## config.mk

```make
export PLATFORM = sky130hd
export DESIGN_NAME = rfa_div
export DESIGN_NICKNAME = d
export VERILOG_FILES = /design/src/design/rfa_pkg.sv /design/src/design/rfa_div.sv
export SDC_FILE = /design/constraint.sdc
export NUM_CORES = 1
export LEC_CHECK = 0
export BUFFER_PORTS_ARGS = -buffer_cell sky130_fd_sc_hd__buf_2
export CORE_MARGIN = 4
export CORE_UTILIZATION = 45
export DETAILED_ROUTE_END_ITERATION = 10
export GPL_TIMING_DRIVEN = 1
export PLACE_DENSITY_LB_ADDON = 0.3
export SLEW_MARGIN = 20
export SYNTH_ARGS = -nofsm -noshare
export SYNTH_HDL_FRONTEND = slang
export SYNTH_SLANG_ARGS = --single-unit
```

## constraint.sdc

```tcl
create_clock -name clk -period 5.08 [get_ports clk]
set_input_delay 0.508 -clock clk [delete_from_list [all_inputs] [get_ports clk]]
set_output_delay 0.508 -clock clk [all_outputs]
set_load 0.05 [all_outputs]
```

## src/design/rfa_pkg.sv

```systemverilog
// Shared types and constants for the rational fraction ALU.
package rfa_pkg;
    localparam int WORD_W = 64;

    localparam logic [1:0] FUNC_ADD  = 2'd0;
    localparam logic [1:0] FUNC_MUL  = 2'd1;
    localparam logic [1:0] FUNC_DIV  = 2'd2;
    localparam logic [1:0] FUNC_NONE = 2'd3;

    typedef logic [WORD_W-1:0] word_t;

    typedef struct packed {
        logic [1:0]         func;
        logic signed [31:0] a_num;
        logic signed [31:0] a_den;
        logic signed [31:0] b_num;
        logic signed [31:0] b_den;
    } frac_in_t;

    typedef struct packed {
        logic signed [63:0] res_num;
        logic signed [63:0] res_den;
        logic               error;
    } frac_out_t;

    typedef struct packed {
        logic  start;
        word_t dividend;
        word_t divisor;
    } div_req_t;

    typedef struct packed {
        logic  done;
        word_t quot;
        word_t rem;
    } div_rsp_t;
endpackage

```

## src/design/rfa_div.sv

```systemverilog
// Shared 64-bit unsigned restoring divider, one quotient bit per cycle.
module rfa_div (
    input  logic              clk,
    input  logic              rst_n,
    input  rfa_pkg::div_req_t req,
    output rfa_pkg::div_rsp_t rsp
);
    import rfa_pkg::*;

    logic [WORD_W:0]         rem_reg, rem_next;
    word_t                   quo_reg, quo_next;
    word_t                   dvs_reg, dvs_next;
    logic [6:0]              cnt_reg, cnt_next;
    logic                    busy_reg, busy_next;
    logic                    done_reg, done_next;
    logic [WORD_W:0]         trial;
    logic [WORD_W:0]         shifted;

    always_comb
    begin
        rem_next  = rem_reg;
        quo_next  = quo_reg;
        dvs_next  = dvs_reg;
        cnt_next  = cnt_reg;
        busy_next = busy_reg;
        done_next = 1'b0;
        shifted   = {rem_reg[WORD_W-1:0], quo_reg[WORD_W-1]};
        trial     = shifted - {1'b0, dvs_reg};
        if (req.start)
        begin
            rem_next  = '0;
            quo_next  = req.dividend;
            dvs_next  = req.divisor;
            cnt_next  = 7'(WORD_W);
            busy_next = 1'b1;
        end
        else if (busy_reg)
        begin
            if (!trial[WORD_W])
            begin
                rem_next = trial;
                quo_next = {quo_reg[WORD_W-2:0], 1'b1};
            end
            else
            begin
                rem_next = shifted;
                quo_next = {quo_reg[WORD_W-2:0], 1'b0};
            end
            cnt_next = cnt_reg - 7'd1;
            if (cnt_reg == 7'd1)
            begin
                busy_next = 1'b0;
                done_next = 1'b1;
            end
        end
    end

    always_ff @(posedge clk or negedge rst_n)
    begin
        if (!rst_n)
        begin
            busy_reg <= 1'b0;
            done_reg <= 1'b0;
            cnt_reg  <= '0;
        end
        else
        begin
            busy_reg <= busy_next;
            done_reg <= done_next;
            cnt_reg  <= cnt_next;
        end
    end

    always_ff @(posedge clk)
    begin
        rem_reg <= rem_next;
        quo_reg <= quo_next;
        dvs_reg <= dvs_next;
    end

    assign rsp.done = done_reg;
    assign rsp.quot = quo_reg;
    assign rsp.rem  = rem_reg[WORD_W-1:0];
endmodule

```

# Yosys cells after proc, flatten, opt, wreduce, memory -nomap -nowiden

Cells that the tools add are included.

Register bits after elaboration: 201
Input bits: 131
Output and inout port bits: 129
Word-level logic and storage cells: 22

$add $sub $neg: 2
Eq/ne operators: 1
Multiplexer cells: 12
Reduce and logical (&&, ||, !) cells: 1

Operator list:

| cell                | count |
|---|---|
| $mux 64             | 3 |
| $sub 65x64->65      | 1 |
| $mux 7              | 2 |
| $eq 7x1->1 const B  | 1 |
| $mux 1              | 7 |
| $sub 7x1->7 const B | 1 |
| $reduce_bool 2->1   | 1 |

# Logic depth before layout (Yosys ltp)

Gate-level depths: netlist of run 1.

Depth in word-level cells: 4
Gate-level depth with buffers: 15
Gate-level depth less buffers: 13

# Worst setup path before layout of run 1

No wires, ideal clock.

Path kind: register to register
Start: register rem_reg[52]
End: register rem_reg[26]
Setup time: 0.086 ns
Arrival time: 3.328 ns
Required time: 4.994 ns
Setup slack: 1.667 ns
Cell stages (with the launch flop): 13
Buffers on the path: 1
Clock period less this slack: 3.413 ns
Cell sequence: dfxtp_1 -> ha_1 -> buf_4 -> a21o_1 -> a31oi_1 -> a2bb2oi_1 -> a21oi_1 -> a211o_1 -> a221o_1 -> o21ai_2 -> nand2_2 -> or4_1 -> a211oi_1

Cells in the longest elaborated chain, start to end: 2

Ends and longest elaborated chain:

| what                   | line          | source |
|---|---|---|
| from (decl)            | rfa_div.sv:10 | `logic [WORD_W:0] rem_reg, rem_next;` |
| from (signal assigned) | rfa_div.sv:76 | `rem_reg <= rem_next;` |
| $sub 65x64->65         | rfa_div.sv:28 | `trial = shifted - {1'b0, dvs_reg};` |
| $mux 64                | rfa_div.sv:39 | `if (!trial[WORD_W])` |

No other way between the ends.
A chain may end at the register's enable or synchronous reset.

# Worst setup path after layout of run 1

Start: register quo_reg[63]
End: register rem_reg[59]

Cells in the longest elaborated chain, start to end: 2

Ends and longest elaborated chain:

| what                   | line          | source |
|---|---|---|
| from (decl)            | rfa_div.sv:11 | `word_t quo_reg, quo_next;` |
| from (signal assigned) | rfa_div.sv:77 | `quo_reg <= quo_next;` |
| $sub 65x64->65         | rfa_div.sv:28 |  |
| $mux 64                | rfa_div.sv:39 |  |

No other way between the ends.

==> impl_metrics.py, run 1 <==
metrics = {
    "outcome": {
        "status": "complete, no violations",
    },
    "clocking": {
        "post_cts_resized": 0,
        "cts_tree": "built",
        "clockRootBuffer": "clkbuf_16",
        "cts_setup_buffers": 0,
        "htreeDepth": 1,
        "holdBufCountCts": 1,
        "cts_buffer_depth": 3,
        "numCtsBuffers": 24,
        "clkLatencyLatePin_ps": 520,
        "clkSlewWorstSetupHoldPaths_ps": 60,
        "cts.sink_count": 201,
    },
    "critical_path": {
        "crit_arrival_ps": 4400,
        "cp-start-kind": "flip-flop",
        "slowest_delay_ps": 640,
        "required_ps": 5490,
        "r2r_cells": 14,
        "critPathCaptureType": "flip-flop",
        "worstReg2RegStart": "quo_reg[63]$_DFFE_PP_",
        "reg2reg_to": "rem_reg[59]$_SDFFE_PP0P_",
        "critPathMaxFanout": 49,
        "worstSetupPathType": "reg2reg",
        "ff2ff_setup_slack_ps": 1090,
        "worstPathCellList": "inv_1, ha_1, fa_1, nand2b_1, a21oi_1, o211ai_1, nand3_1, a211o_1, nand3_1, a21oi_1, nor2_4, buf_4, mux2i_1, a2111oi_0",
        "critical-path-slowest-cell": "a21oi_1",
    },
    "sta": {
        "worstMarginPinSlew_ps": 988,
        "skew_ps": 15.9,
        "hold_violations": 0,
        "setup-tns-final_ps": 0,
        "maxSlewViolCount": 0,
        "fmax_mhz": 251,
        "rsz0062_at_grt": "no",
        "finalSetupViolCount": 0,
        "fin_ws_ps": 1090,
        "slew_headroom_pct": 34.1,
        "min_period_over_period_pct": 78.5,
        "min_period_ps": 3990,
    },
    "routing": {
        "vias_per_cell": 5.63,
        "drc_errors": 0,
        "drtIter0Drc": 656,
        "route.vias.total": 10088,
        "wl_per_cell_um": 19.3,
        "ant_nets": 0,
        "drt-total-wl_um": 34500,
        "first_pass_iters": 6,
    },
    "floorplan": {
        "die_w_um": 170,
        "rows": 58,
        "die_area_um2": 28700,
        "io_pins": 260,
        "die_h_um": 170,
        "core-area_um2": 25400,
        "initial_core_util_pct": 46.2,
    },
    "power": {
        "p_sw_uw": 3810,
        "p_int_uw": 4430,
        "pwr-share-seq_pct": 29.3,
        "combPwrFrac_pct": 50.2,
        "clockPowerShare_pct": 20.5,
        "powerDensity_nw_per_um2": 586,
        "p_sw_share_pct": 46.3,
        "ir_drop_mv": 0.357,
        "p_leak_uw": 0.00636,
    },
    "synthesis": {
        "synth_edf_count": 128,
        "seq_area_frac_synth_pct": 45.6,
        "synth_flop_cell": "edfxtp_1",
        "ys_ff_latch": 201,
        "syn_avg_cell_area_um2": 9.70,
        "syn_area_um2": 11700,
        "ys_types": 67,
        "syn_inst": 1211,
        "yosys_warnings": 0,
        "async_reset_ff_share_pct": 4.48,
        "syn_nets": 1409,
    },
    "global_route": {
        "overflow": 0,
        "antenna_found_initial": 2,
        "grt_pass1_vias": 9857,
        "grt_max_degree": 66,
        "grt_pass1_wl_um": 53900,
        "grt.total_usage_pct": 23.2,
    },
    "worst_hold_path": {
        "min_to": "dvs_reg[52]$_DFFE_PP_",
        "hold_class": "in2reg",
        "worstHoldPathCells": 1,
        "hold_path_startpoint": "req[52]",
    },
    "layout": {
        "n_antenna_cell": 0,
        "nets": 1642,
        "drive_gt1_share_pct": 26.1,
        "num-fill-cells": 2305,
        "areaGrowthSynthToFinish_pct": 19.8,
    },
    "placed_design": {
        "place_ws_ps": 1170,
        "dp_hpwl_um": 25500,
        "io_buffers": 259,
        "gp_congestion": 0.904,
    },
    "run": {
        "cap_violations": 0,
    },
}
## power groups by stage
stage          clock, uW  combinational [uW]  sequential (uW)
2_1_floorplan          0                2240             3290
3_5_place_dp           0                4110             2440
4_1_cts             1720                4130             2410
6_report            1690                4140             2410
3_3_place_gp           0                4090             2430
5_1_grt             1790                4510             2460
## how the worst max path moves through the flow
stage                               endpoint  cells past startpoint  slack, ps                      from
global placement    rem_reg[59]$_SDFFE_PP0P_                     12       1200  rem_reg[28]$_SDFFE_PP0P_
global route        rem_reg[59]$_SDFFE_PP0P_                     12        760  rem_reg[28]$_SDFFE_PP0P_
floorplan           rem_reg[26]$_SDFFE_PP0P_                     12       1670  rem_reg[52]$_SDFFE_PP0P_
detailed placement   rem_reg[4]$_SDFFE_PP0P_                     14       1170     quo_reg[63]$_DFFE_PP_
CTS                  rem_reg[4]$_SDFFE_PP0P_                     14       1130     quo_reg[63]$_DFFE_PP_
finish              rem_reg[59]$_SDFFE_PP0P_                     14       1090     quo_reg[63]$_DFFE_PP_
## final cells by class
cell class | instances | area (um^2) | share of cell area (%)
multi-input combinational | 857 | 5790 | 41.2
sequential | 201 | 5350 | 38.0
timing repair buffer | 272 | 1400 | 9.97
clock buffer | 39 | 758 | 5.39
tap | 330 | 413 | 2.93
inverter | 88 | 330 | 2.35
clock inverter | 5 | 21.3 | 0.151
## cells by family after synthesis
family | after synthesis | synth area share [%]
multiplexers | 75 | 7.07
flip-flops | 201 | 45.6
adder cells (fa/ha/maj) | 67 | 7.20
XOR/XNOR | 55 | 4.10
buffers and inverters | 153 | 5.15
AND/OR/NAND/NOR | 355 | 13.7
AO/OA/AOI/OAI | 305 | 17.3
## critical path, delay by kind of cell, from the launching register on
family / cells / cell delay, ps
flip-flops: 1 / 380
AO/OA/AOI/OAI: 5 / 1690
AND/OR/NAND/NOR: 4 / 560
buffers and inverters: 2 / 420
adder cells (fa/ha/maj): 2 / 610
multiplexers: 1 / 190
## cells in the mapped netlist, types with 17 or more instances
library cell / n / share of area [%]
nand3_1: 26 / 1.1
xor2_1: 24 / 1.8
clkbuf_1: 54 / 1.7
inv_1: 88 / 2.8
nor2_1: 95 / 3.0
nand4_1: 17 / 0.91
xnor2_1: 31 / 2.3
dfxtp_1: 64 / 11
o21ai_0: 69 / 2.9
ha_1: 66 / 7.0
edfxtp_1: 128 / 33
a21oi_1: 77 / 3.3
a311oi_1: 39 / 2.9
mux2_2: 63 / 6.0
nand2_1: 143 / 4.6
a21o_1: 28 / 1.8
## metal layers
layer,vias to the layer above,GRT usage (%),part of all wire [%],routed length (um)
met4,4,8.19,4.0,1390
met5,-,0,0.093,32
met3,77,5.26,7.4,2570
met2,369,37.3,45,15600
li1,4892,-,-,-
met1,4746,31.1,43,15000
## layout by cell type (no fill, tap or decap), types with 17 or more instances in the layout
| master | count |
|---|---|
| a21o_1 | 28 |
| a21oi_1 | 77 |
| a311oi_1 | 39 |
| buf_2 | 258 |
| clkbuf_16 | 25 |
| dfxtp_1 | 64 |
| edfxtp_1 | 128 |
| ha_1 | 66 |
| inv_1 | 87 |
| mux2_2 | 63 |
| nand2_1 | 143 |
| nand3_1 | 26 |
| nand4_1 | 17 |
| nor2_1 | 95 |
| o21ai_0 | 69 |
| xnor2_1 | 31 |
| xor2_1 | 24 |
## metrics by stage
stage	utilization, %	std cells	cell area [um^2]	hold WS, ps	power (uW)
floorplan	-	1211	11700	212	5530
global placement	52.3	1747	13300	366	6520
detailed placement	52.3	1747	13300	371	6550
CTS	55.4	1792	14100	137	8260
global route	55.4	1792	14100	139	8760
finish	55.4	1792	14100	157	8240
No activity file was read; power rests on OpenSTA's default activity.
==> inputs of run 2 (changes only) <==
- ABC_AREA: unset -> 1
- clock period: 5.08 -> 3.8 ns (I/O delays scaled with it)
==> impl_metrics.py, run 2 <==
metrics = {
    "sta": {
        "worstMarginPinSlew_ps": 907,
        "maxSlewViolCount": 0,
        "finalSetupViolCount": 0,
        "fmax_mhz": 318,
        "min_period_ps": 3140,
        "min_period_over_period_pct": 82.6,
        "hold_violations": 0,
        "setup-tns-final_ps": 0,
        "slew_headroom_pct": 39.5,
        "skew_ps": 14.5,
        "rsz0062_at_grt": "no",
    },
    "synthesis": {
        "yosys_warnings": 0,
        "synth_commonest_cells": "1034 x nand2_1, 492 x inv_1, 131 x nand3_1, 128 x edfxtp_1, 110 x nor2_1",
        "seq_area_frac_synth_pct": 36.7,
        "synth_edf_count": 128,
        "syn_area_um2": 14600,
        "synth_top_cell_area_share_pct": 26.6,
        "ys_types": 37,
        "async_reset_ff_share_pct": 4.48,
        "ys_ff_latch": 201,
        "synth_area_leaders": "nand2_1 27%, edfxtp_1 26%, inv_1 13%, dfxtp_1 8.8%, ha_1 5.7%",
        "syn_inst": 2282,
        "syn_nets": 2480,
        "synth_top_area_cell": "nand2_1",
        "syn_avg_cell_area_um2": 6.39,
        "yosysMostFrequentCell": "nand2_1",
        "synth_flop_cell": "edfxtp_1",
    },
    "worst_hold_path": {
        "worstHoldPathCells": 1,
        "hold_path_startpoint": "req[3]",
        "hold_class": "in2reg",
    },
    "layout": {
        "areaGrowthSynthToFinish_pct": 16.9,
        "post-route-util_pct": 53.6,
        "layout_common_cells": "1034 x nand2_1, 491 x inv_1, 258 x buf_2",
        "drive_gt1_share_pct": 14.5,
        "nets": 2739,
        "layout_commonest_cell": "nand2_1",
    },
    "floorplan": {
        "die_area_um2": 35300,
        "initial_core_util_pct": 45.9,
        "rows": 65,
        "io_pins": 260,
        "die_h_um": 188,
        "core-area_um2": 31800,
        "die_w_um": 188,
    },
    "critical_path": {
        "crit_top_cell": "nand2_1",
        "worstReg2RegStart": "quo_reg[63]$_DFFE_PP_",
        "cp-start-kind": "flip-flop",
        "critical-path-slowest-cell": "fa_1",
        "worst_path_dominant_cell_family": "simple AND/OR/NAND/NOR gates",
        "r2r_cells": 20,
        "critPathCaptureType": "flip-flop",
        "crit_arrival_ps": 3560,
        "crit_cells": 20,
        "critPathMaxFanout": 23,
        "slowest_delay_ps": 420,
        "cp-startpoint": "quo_reg[63]$_DFFE_PP_",
        "worstPathCellList": "inv_1, ha_1, fa_1, inv_1, nand2_1, nand2_1, nand3_1, nand2_2, nand2_1, nand2_2, nand2_1, nand2_2, nand2_4, nand2_4, nand2_2, nand2_2, buf_4, nand2_1, nand3_1, nand2_1",
        "worstSetupPathType": "reg2reg",
        "required_ps": 4220,
        "critPathBufInv": 3,
    },
    "clocking": {
        "clkSlewWorstSetupHoldPaths_ps": 70,
        "clkLatencyLatePin_ps": 540,
        "cts_tree": "built",
        "holdBufCountCts": 6,
        "post_cts_resized": 0,
        "cts_setup_buffers": 0,
        "cts.sink_count": 201,
        "numCtsBuffers": 23,
        "cts_buffer_depth": 3,
        "htreeDepth": 1,
        "clockRootBuffer": "clkbuf_16",
    },
    "routing": {
        "ant_nets": 0,
        "met3_length_um": 3970,
        "drtIter0Drc": 997,
        "vias_per_cell": 4.83,
        "first_pass_iters": 5,
        "drc_errors": 0,
        "route.vias.total": 14455,
        "met2WireLength_um": 21200,
        "routed.top_layer": "met5",
        "drt-total-wl_um": 47000,
        "wl_met1_um": 20800,
        "wl_per_cell_um": 15.7,
    },
    "placed_design": {
        "dp_hpwl_um": 38100,
        "io_buffers": 259,
        "gp_congestion": 1.03,
    },
    "power": {
        "p_sw_uw": 1750,
        "p_sw_share_pct": 30.1,
        "combPwrFrac_pct": 17.1,
        "powerDensity_nw_per_um2": 340,
        "p_leak_uw": 0.00998,
        "p_int_uw": 4050,
        "pwr-share-seq_pct": 44.4,
        "ir_drop_mv": 0.325,
        "clockPowerShare_pct": 38.5,
    },
    "global_route": {
        "antenna_found_initial": 3,
        "grt_max_degree": 70,
        "grt.total_usage_pct": 26.0,
        "grt_pass1_wl_um": 74500,
        "grt_pass1_vias": 14095,
        "overflow": 0,
    },
    "run": {
        "cap_violations": 0,
    },
    "outcome": {
        "status": "complete, no violations",
    },
}
==> run 2: layout make-up <==
type	instances	area, um^2
inverter	496	1860
sequential	201	5350
antenna	1	2.50
clock inverter	13	120
multi-input combinational	1543	7110
clock buffer	29	618
timing repair buffer	276	1440
fill	3238	14800
tap	435	544
==> run 2: cells by family (layout without fill, tap and decap cells) <==
family | Yosys count | after routing | share of synthesized area, %
simple gates | 1373 | 1373 | 38.4
other cells | 0 | 1 | 0
compound gates | 72 | 72 | 2.52
xor+xnor | 31 | 31 | 1.86
fa+ha+maj | 67 | 67 | 5.80
flops | 201 | 201 | 36.7
buf+inv | 538 | 814 | 14.7
==> run 2: worst reg2reg max path: stages (launching register included) <==
cell and delay, ps:
edfxtp_1 350, inv_1 70, ha_1 230, fa_1 420
inv_1 110, nand2_1 60, nand2_1 70, nand3_1 80
nand2_2 130, nand2_1 80, nand2_2 90, nand2_1 70
nand2_2 90, nand2_4 80, nand2_4 80, nand2_2 50
nand2_2 310, buf_4 390, nand2_1 120, nand3_1 90
nand2_1 60
==> run 2: power by group through the flow <==
stage / registers [uW] / clock network (uW) / logic, uW
floorplan: 2870 / 0 / 410
global route: 2590 / 2390 / 1080
global placement: 2610 / 0 / 968
CTS: 2580 / 2280 / 990
detailed placement: 2620 / 0 / 983
finish: 2570 / 2230 / 991
==> run 2: metrics by stage <==
| step | instance area [um^2] | setup WS (ps) | cells | hold WS [ps] | total power (uW) |
|---|---|---|---|---|---|
| floorplan | 14600 | 887 | 2282 | 84.4 | 3280 |
| detailed placement | 16200 | 691 | 2945 | 246 | 3600 |
| finish | 17000 | 660 | 2994 | 17.8 | 5800 |
| global placement | 16200 | 803 | 2945 | 244 | 3580 |
| global route | 17000 | 324 | 2993 | 1.44 | 6060 |
| CTS | 17000 | 653 | 2993 | 0.367 | 5850 |
==> run 2: final timing paths <==
path / endpoint / slack [ps]
max in group asynchronous: cnt_reg[6]$_DFFE_PN0P_ / 3340
hold reg to reg: rem_reg[19]$_SDFFE_PP0P_ / 480
setup / recovery: rem_reg[53]$_SDFFE_PP0P_ / 660
hold / removal: dvs_reg[3]$_DFFE_PP_ / 20
min in group asynchronous: cnt_reg[2]$_DFFE_PN0P_ / 280
setup reg to reg: rem_reg[53]$_SDFFE_PP0P_ / 660
==> run 2: metal layers <==
layer	vias up	track usage, %
met5	-	0
met4	4	6.27
met3	62	4.99
met2	538	43.3
met1	6510	35.2
li1	7341	-
